===== config.mk =====
export PLATFORM = sky130hd
export DESIGN_NAME = canopen_nmt_heartbeat_supervisor
export DESIGN_NICKNAME = d
export VERILOG_FILES = /design/src/sv/cnmt_pkg.sv /design/src/sv/cnmt_in_stage.sv /design/src/sv/cnmt_core.sv /design/src/sv/canopen_nmt_heartbeat_supervisor.sv
export SDC_FILE = /design/constraint.sdc
export NUM_CORES = 1
export LEC_CHECK = 0
export ABC_CLOCK_PERIOD_IN_PS = 12400
export BUFFER_PORTS_ARGS = -buffer_cell sky130_fd_sc_hd__buf_2
export CORE_MARGIN = 2
export CORE_UTILIZATION = 60
export DETAILED_ROUTE_END_ITERATION = 6
export GPL_TIMING_DRIVEN = 0
export PLACE_DENSITY_LB_ADDON = 0.05
export REMOVE_ABC_BUFFERS = 1
export SLEW_MARGIN = 40
export SYNTH_ARGS = -nofsm -noshare
export SYNTH_HDL_FRONTEND = slang
export SYNTH_SLANG_ARGS = --single-unit

===== constraint.sdc =====
create_clock -name aclk -period 12.4 [get_ports aclk]
set_input_delay 3.72 -clock aclk [delete_from_list [all_inputs] [get_ports aclk]]
set_output_delay 3.72 -clock aclk [all_outputs]
set_load 0.02 [all_outputs]

===== src/sv/cnmt_pkg.sv =====
// ---------------------------------------------------------------------------
// cnmt_pkg
// Shared types, field codes and widths of the CANopen NMT heartbeat supervisor.
// ---------------------------------------------------------------------------
`default_nettype none

package cnmt_pkg;

    localparam int TIME_BITS = 32;
    localparam int CMP_BITS  = (TIME_BITS > 32) ? TIME_BITS : 32;
    localparam int CFG_IDX_BITS  = 2;
    localparam int CFG_DATA_BITS = 32;

    typedef logic [TIME_BITS-1:0] time_t;

    // Event command codes.
    localparam logic [2:0] CMD_NMT       = 3'd0;
    localparam logic [2:0] CMD_HEARTBEAT = 3'd1;
    localparam logic [2:0] CMD_EMCY      = 3'd2;
    localparam logic [2:0] CMD_ARM       = 3'd3;
    localparam logic [2:0] CMD_POLL      = 3'd4;

    // NMT request codes.
    localparam logic [2:0] NMT_START       = 3'd0;
    localparam logic [2:0] NMT_STOP        = 3'd1;
    localparam logic [2:0] NMT_PREOP       = 3'd2;
    localparam logic [2:0] NMT_RESET_NODE  = 3'd3;
    localparam logic [2:0] NMT_RESET_COMM  = 3'd4;

    // Node states.
    localparam logic [1:0] ST_INIT    = 2'd0;
    localparam logic [1:0] ST_STOPPED = 2'd1;
    localparam logic [1:0] ST_PREOP   = 2'd2;
    localparam logic [1:0] ST_OPER    = 2'd3;

    // Configuration register indexes.
    localparam logic [CFG_IDX_BITS-1:0] REG_CONSUMER_ENABLED = 2'd0;
    localparam logic [CFG_IDX_BITS-1:0] REG_CONSUMER_TIMEOUT = 2'd1;
    localparam logic [CFG_IDX_BITS-1:0] REG_PRODUCER_PERIOD  = 2'd2;

    typedef struct packed {
        logic [2:0]  command;
        logic [2:0]  nmt_request;
        logic [1:0]  reported_state;
        logic [31:0] timestamp;
    } in_item_t;

    typedef struct packed {
        logic [1:0] node_state;
        logic       alive_flag;
        logic       emergency_flag;
        logic       timed_out;
        logic       produce_now;
        logic       was_reset;
        logic       node_reset_request;
    } out_item_t;

    // Handshake between the input register and the processing stage.
    typedef struct packed {
        logic     valid;
        in_item_t item;
    } evt_stage_t;

endpackage

`default_nettype wire


===== src/sv/cnmt_in_stage.sv =====
// ---------------------------------------------------------------------------
// cnmt_in_stage
// Input register: captures one event and holds it until the core takes it.
// ---------------------------------------------------------------------------
`default_nettype none

module cnmt_in_stage (
    input  wire logic              aclk,
    input  wire logic              aresetn,
    input  wire logic              s_valid,
    output logic                   s_ready,
    input  cnmt_pkg::in_item_t     s_data,
    output cnmt_pkg::evt_stage_t   evt,
    input  wire logic              evt_take
);
    import cnmt_pkg::*;

    logic     valid_reg;
    logic     valid_next;
    in_item_t item_reg;

    // A new beat may enter whenever the held one leaves in the same cycle.
    assign s_ready    = !valid_reg || evt_take;
    assign valid_next = (s_valid && s_ready) || (valid_reg && !evt_take);

    always_ff @(posedge aclk) begin
        if (!aresetn) begin
            valid_reg <= 1'b0;
        end else begin
            valid_reg <= valid_next;
        end
    end

    always_ff @(posedge aclk) begin
        if (s_valid && s_ready) begin
            item_reg <= s_data;
        end
    end

    assign evt.valid = valid_reg;
    assign evt.item  = item_reg;

endmodule

`default_nettype wire


===== src/sv/cnmt_core.sv =====
// ---------------------------------------------------------------------------
// cnmt_core
// Node state, heartbeat timers and configuration; produces the result register.
// ---------------------------------------------------------------------------
`default_nettype none

module cnmt_core (
    input  wire logic                              aclk,
    input  wire logic                              aresetn,
    input  cnmt_pkg::evt_stage_t                   evt,
    output logic                                   evt_take,
    input  wire logic                              cfg_valid,
    input  wire logic [cnmt_pkg::CFG_IDX_BITS-1:0] cfg_index,
    input  wire logic [cnmt_pkg::CFG_DATA_BITS-1:0] cfg_data,
    output logic                                   m_valid,
    input  wire logic                              m_ready,
    output cnmt_pkg::out_item_t                    m_data
);
    import cnmt_pkg::*;

    logic        consumer_enabled_reg;
    logic [31:0] consumer_timeout_reg;
    logic [31:0] producer_period_reg;

    logic [1:0]  state_reg,        state_next;
    logic        alive_reg,        alive_next;
    logic        emcy_reg,         emcy_next;
    logic        armed_reg,        armed_next;
    time_t       heard_time_reg,   heard_time_next;
    time_t       sent_time_reg,    sent_time_next;

    logic        out_valid_reg,    out_valid_next;
    out_item_t   out_reg,          out_next;

    time_t       now;
    time_t       since_heard;
    time_t       since_sent;
    logic        tout;
    logic        prod;

    assign evt_take = evt.valid && (!out_valid_reg || m_ready);

    assign now         = TIME_BITS'(evt.item.timestamp);
    assign since_heard = now - heard_time_reg;
    assign since_sent  = now - sent_time_reg;

    assign tout = consumer_enabled_reg && armed_reg &&
                  (CMP_BITS'(since_heard) > CMP_BITS'(consumer_timeout_reg));
    assign prod = (producer_period_reg != 32'd0) &&
                  (CMP_BITS'(since_sent) >= CMP_BITS'(producer_period_reg));

    always_comb begin
        state_next      = state_reg;
        alive_next      = alive_reg;
        emcy_next       = emcy_reg;
        armed_next      = armed_reg;
        heard_time_next = heard_time_reg;
        sent_time_next  = sent_time_reg;
        out_next        = '0;

        priority if (evt.item.command == CMD_NMT) begin
            priority if (evt.item.nmt_request == NMT_START) begin
                state_next = ST_OPER;
            end else if (evt.item.nmt_request == NMT_STOP) begin
                state_next = ST_STOPPED;
            end else if (evt.item.nmt_request == NMT_PREOP) begin
                state_next = ST_PREOP;
            end else if (evt.item.nmt_request == NMT_RESET_NODE ||
                         evt.item.nmt_request == NMT_RESET_COMM) begin
                state_next                  = ST_PREOP;
                alive_next                  = 1'b0;
                emcy_next                   = 1'b0;
                heard_time_next             = now;
                sent_time_next              = now;
                out_next.was_reset          = 1'b1;
                out_next.node_reset_request =
                    (evt.item.nmt_request == NMT_RESET_NODE);
            end else begin
                state_next = state_reg;
            end
        end else if (evt.item.command == CMD_HEARTBEAT) begin
            state_next      = evt.item.reported_state;
            heard_time_next = now;
            alive_next      = 1'b1;
        end else if (evt.item.command == CMD_EMCY) begin
            emcy_next = 1'b1;
        end else if (evt.item.command == CMD_ARM) begin
            sent_time_next = now;
            if (consumer_enabled_reg) begin
                armed_next      = 1'b1;
                heard_time_next = now;
            end
        end else if (evt.item.command == CMD_POLL) begin
            out_next.timed_out   = tout;
            out_next.produce_now = prod;
            if (prod) begin
                sent_time_next = now;
            end
        end else begin
            state_next = state_reg;
        end

        out_next.node_state     = state_next;
        out_next.alive_flag     = alive_next;
        out_next.emergency_flag = emcy_next;
    end

    assign out_valid_next = evt_take || (out_valid_reg && !m_ready);

    always_ff @(posedge aclk) begin
        if (!aresetn) begin
            consumer_enabled_reg <= 1'b0;
            consumer_timeout_reg <= '0;
            producer_period_reg  <= '0;
            state_reg            <= ST_PREOP;
            alive_reg            <= 1'b0;
            emcy_reg             <= 1'b0;
            armed_reg            <= 1'b0;
            heard_time_reg       <= '0;
            sent_time_reg        <= '0;
            out_valid_reg        <= 1'b0;
        end else begin
            out_valid_reg <= out_valid_next;
            if (cfg_valid) begin
                unique case (cfg_index)
                    REG_CONSUMER_ENABLED: consumer_enabled_reg <= cfg_data[0];
                    REG_CONSUMER_TIMEOUT: consumer_timeout_reg <= cfg_data;
                    REG_PRODUCER_PERIOD:  producer_period_reg  <= cfg_data;
                    default: ;
                endcase
            end
            if (evt_take) begin
                state_reg      <= state_next;
                alive_reg      <= alive_next;
                emcy_reg       <= emcy_next;
                armed_reg      <= armed_next;
                heard_time_reg <= heard_time_next;
                sent_time_reg  <= sent_time_next;
            end
        end
    end

    always_ff @(posedge aclk) begin
        if (evt_take) begin
            out_reg <= out_next;
        end
    end

    assign m_valid = out_valid_reg;
    assign m_data  = out_reg;

endmodule

`default_nettype wire


===== src/sv/canopen_nmt_heartbeat_supervisor.sv =====
// ---------------------------------------------------------------------------
// canopen_nmt_heartbeat_supervisor
// Tracks the NMT state of one CANopen node and supervises its heartbeats.
// ---------------------------------------------------------------------------
//
//  Channel   Ports                               Direction  Beat
//  event     s_valid s_ready s_data              in         in_item_t
//  result    m_valid m_ready m_data              out        out_item_t
//  config    cfg_valid cfg_ready cfg_index/data  in         register write
//
//  One event is taken every cycle while result beats are accepted; its result
//  passes through the input register and then the result register.
//  The state update and both timer compares happen in one pass from the
//  input register to the result register.
//  Reset is synchronous and active low; the node restarts pre-operational.
//  When the result beat is not taken, the held event waits and s_ready drops.
//
`default_nettype none

module canopen_nmt_heartbeat_supervisor (
    input  wire logic                               aclk,
    input  wire logic                               aresetn,
    input  wire logic                               s_valid,
    output logic                                    s_ready,
    input  cnmt_pkg::in_item_t                      s_data,
    output logic                                    m_valid,
    input  wire logic                               m_ready,
    output cnmt_pkg::out_item_t                     m_data,
    input  wire logic                               cfg_valid,
    output logic                                    cfg_ready,
    input  wire logic [cnmt_pkg::CFG_IDX_BITS-1:0]  cfg_index,
    input  wire logic [cnmt_pkg::CFG_DATA_BITS-1:0] cfg_data
);
    import cnmt_pkg::*;

    evt_stage_t evt;
    logic       evt_take;

    assign cfg_ready = 1'b1;

    cnmt_in_stage u_in_stage (
        .aclk     (aclk),
        .aresetn  (aresetn),
        .s_valid  (s_valid),
        .s_ready  (s_ready),
        .s_data   (s_data),
        .evt      (evt),
        .evt_take (evt_take)
    );

    cnmt_core u_core (
        .aclk      (aclk),
        .aresetn   (aresetn),
        .evt       (evt),
        .evt_take  (evt_take),
        .cfg_valid (cfg_valid),
        .cfg_index (cfg_index),
        .cfg_data  (cfg_data),
        .m_valid   (m_valid),
        .m_ready   (m_ready),
        .m_data    (m_data)
    );

    // The event side only stalls when a finished result is being held back.
    assert property (@(posedge aclk) disable iff (!aresetn)
        !s_ready |-> (m_valid && !m_ready))
        else $error("event input stalled while the result register was free");

    // A reset result always shows the cleared communication state.
    assert property (@(posedge aclk) disable iff (!aresetn)
        (m_valid && m_data.was_reset) |->
            (m_data.node_state == ST_PREOP && !m_data.alive_flag &&
             !m_data.emergency_flag && !m_data.timed_out && !m_data.produce_now))
        else $error("reset result does not show the cleared state");

    // A node reset request is only ever reported as part of a reset.
    assert property (@(posedge aclk) disable iff (!aresetn)
        (m_valid && m_data.node_reset_request) |-> m_data.was_reset)
        else $error("node reset request without a reset");

    // A result beat follows an event taken by the core in the cycle before.
    assert property (@(posedge aclk) disable iff (!aresetn)
        $rose(m_valid) |-> $past(evt.valid))
        else $error("result beat without a preceding event");

endmodule

`default_nettype wire

==> flow_summary.toml <==
[clocking]
cts.sinks = 184
cts_resized = 0
clockBufferDepth = 2
cts_htree_levels = 4
hold_buffers = 0
cts_setup_buffers = 0
cts_buffers = 17
root_buffer = "clkbuf_16"
cts_tree = "done"
clk_pin_slew_worst_paths_ns = 0.07
clk_latency_ns = 0.44

[logic_synthesis]
ys_seq_area_share_pct = 36.7
ys.flop_type = "dfxtp_1"
ys_types = 59
syn-cell-area_mm2 = 0.0114
synth_edf_count = 48
synth_seq_cells = 184
syn_avg_cell_area_um2 = 8.35
syn_inst = 1360
async_reset_ff_share_pct = 0
ys_warn_count = 0

[sta]
slew-limit-headroom_pct = 47.1
worst_hold_slack_ns = 0.458
timing.final.ws_setup_ns = 4.38
rsz0062_at_grt = "false"
skew_ns = 0.0156
tightest_slew_ns = 0.792
slew_violations = 0
finalSetupTns_ns = 0
finalSetupViolCount = 0
hold_viol_final = 0
finalCritPeriodShare_pct = 64.7
fmaxAchievable_ghz = 0.125
post-route-min-period_ns = 8.02

[run]
maxCapViolCount = 0

[placed_design]
dp_hpwl_um = 20200
place.gp.congestion = 0.878
io_buffers = 88
dp.cells = 1647
dp_slack_ns = 4.39

[detailed_routing]
viasPerCell = 5.56
drc = 0
drt-initial-drc-count = 525
drtAntennaViolNets = 0
wl_per_cell_um = 16.1
dr.pass1.iters = 7
via_count = 9343
routed_wl_um = 27000

[power_and_ir_drop]
p_leak_uw = 0.00480
ir_drop_mv = 0.0935
power.density_mw_per_mm2 = 117

[critical_path]
end_kind = "output port"
start_kind = "input port"
critical_path_peak_fanout = 4
path_class = "in2out"
arrival_ns = 4.30
cp.required_ns = 8.68
r2r_slack_ns = 6.33

[die]
dieArea_mm2 = 0.0200
rows = 50
start_util_pct = 60.9
die_h_um = 142
io_pins = 90
chipWidth_um = 142
core_mm2 = 0.0186

[global_route]
antenna_found_initial = 0
grt_pass1_wl_um = 43700
grt_usage_pct = 27.3
grt_max_degree = 103
overflow = 0
grt_pass1_vias = 8967

[cells_and_area]
syn_to_final_growth_pct = 11.4
insertedDiodeCount = 0
final_cells = 1679
fin_nets = 1639
largest_reg_flops = 40
fill_cells = 1591
final_layout_size_suffix_gt1_share_pct = 10.5

[worst_hold_path]
hold_path_class = "reg2reg"

[status]
status = "complete, no violations"
[synth_stat cells (4+ instances only)]
master | n | area share, %
nand3_1 | 47 | 2.1
edfxtp_1 | 48 | 13
nor4_1 | 8 | 0.44
ha_1 | 126 | 14
clkbuf_1 | 49 | 1.6
nor2_1 | 45 | 1.5
a31oi_1 | 7 | 0.39
a21boi_0 | 99 | 6.5
o21bai_1 | 8 | 0.53
a211oi_1 | 5 | 0.33
xnor2_1 | 47 | 3.6
and3_1 | 8 | 0.44
nand2_1 | 261 | 8.6
o21a_1 | 10 | 0.66
a31o_2 | 4 | 0.31
o21ai_0 | 67 | 3.0
a21o_1 | 42 | 2.8
nand4_1 | 18 | 0.99
xor2_1 | 14 | 1.1
a21oi_1 | 65 | 2.9
nor3b_1 | 4 | 0.26
inv_1 | 143 | 4.7
dfxtp_1 | 136 | 24
nand2b_1 | 12 | 0.66
nor3_1 | 12 | 0.53
nor2b_1 | 24 | 1.3
[layout make-up]
| class | instances | area, um2 | share of cell area [%] |
|---|---|---|---|
| multi-input combinational | 983 | 6500 | 51.4 |
| sequential | 184 | 4160 | 32.9 |
| timing repair buffer | 103 | 611 | 4.83 |
| inverter | 143 | 537 | 4.24 |
| clock buffer | 20 | 458 | 3.62 |
| tap | 234 | 293 | 2.31 |
| clock inverter | 12 | 90.1 | 0.712 |
[worst max-delay path, cell delays in order]
cell	delay (ns)
buf_2	0.10
nor2b_1	0.22
nand2_1	0.10
buf_2	0.16
[power by group]
part	switching, uW	total (uW)	internal (uW)
logic	174	310	136
clock network	246	517	270
registers	18.2	657	639
[stage by stage]
| step | area (um2) | utilization [%] | total power [uW] |
|---|---|---|---|
| finish | 12700 | 67.9 | 1480 |
| global route | 12700 | 67.9 | 1550 |
| CTS | 12700 | 67.9 | 1490 |
| detailed placement | 12100 | 64.9 | 975 |
| global placement | 11900 | 63.8 | 963 |
| floorplan | 11200 | - | 878 |
[final timing paths]
check,from,end,cells past startpoint
setup / recovery,m_ready,s_ready,4
hold / removal,u_core.sent_time_reg[17],u_core.sent_time_reg[17],2
setup reg to reg,u_in_stage.evt[1],u_core.sent_time_reg[4],23
hold reg to reg,u_core.sent_time_reg[17],u_core.sent_time_reg[17],2
[layout by cell type (no fill, tap or decap), drive strengths merged, types with 3 or more instances in the layout]
master    instances
o211ai            3
o2111ai           3
inv             147
and3              8
a211o             3
nor2             45
dfxtp           136
a31oi             7
nand2           261
a21boi           99
nor2b            24
a211oi            5
nor4              8
xnor2            47
a21oi            68
nor3             12
buf             103
a311oi            3
a21o             42
nand2b           12
a221oi            3
o21bai            8
nor3b             4
or2               3
xor2             14
o21ai            67
clkinvlp          6
a31o              4
clkbuf           20
nand3b            3
edfxtp           48
ha              126
nand3            47
nand4            18
o21a             10
[logic make-up after synthesis]
kind of cell               share of synthesized area [%]
DFF                                                 36.7
muxes                                             0.0881
adders and majority gates                           14.2
AOI/OAI and AO/OA                                   20.1
buffers and inverters                               6.41
and+or+nand+nor                                     17.8
xor gates and xnor gates                            4.70
other                                             0.0330
[routing by layer]
layer / wire, um / vias to the layer above / track usage, %
li1: - / 4788 / -
met1: 12200 / 4358 / 34.5
met2: 13200 / 159 / 48.4
met3: 886 / 38 / 3.71
met4: 651 / 0 / 8.89
met5: 0 / - / 0
(Power assumes the default switching activity.)
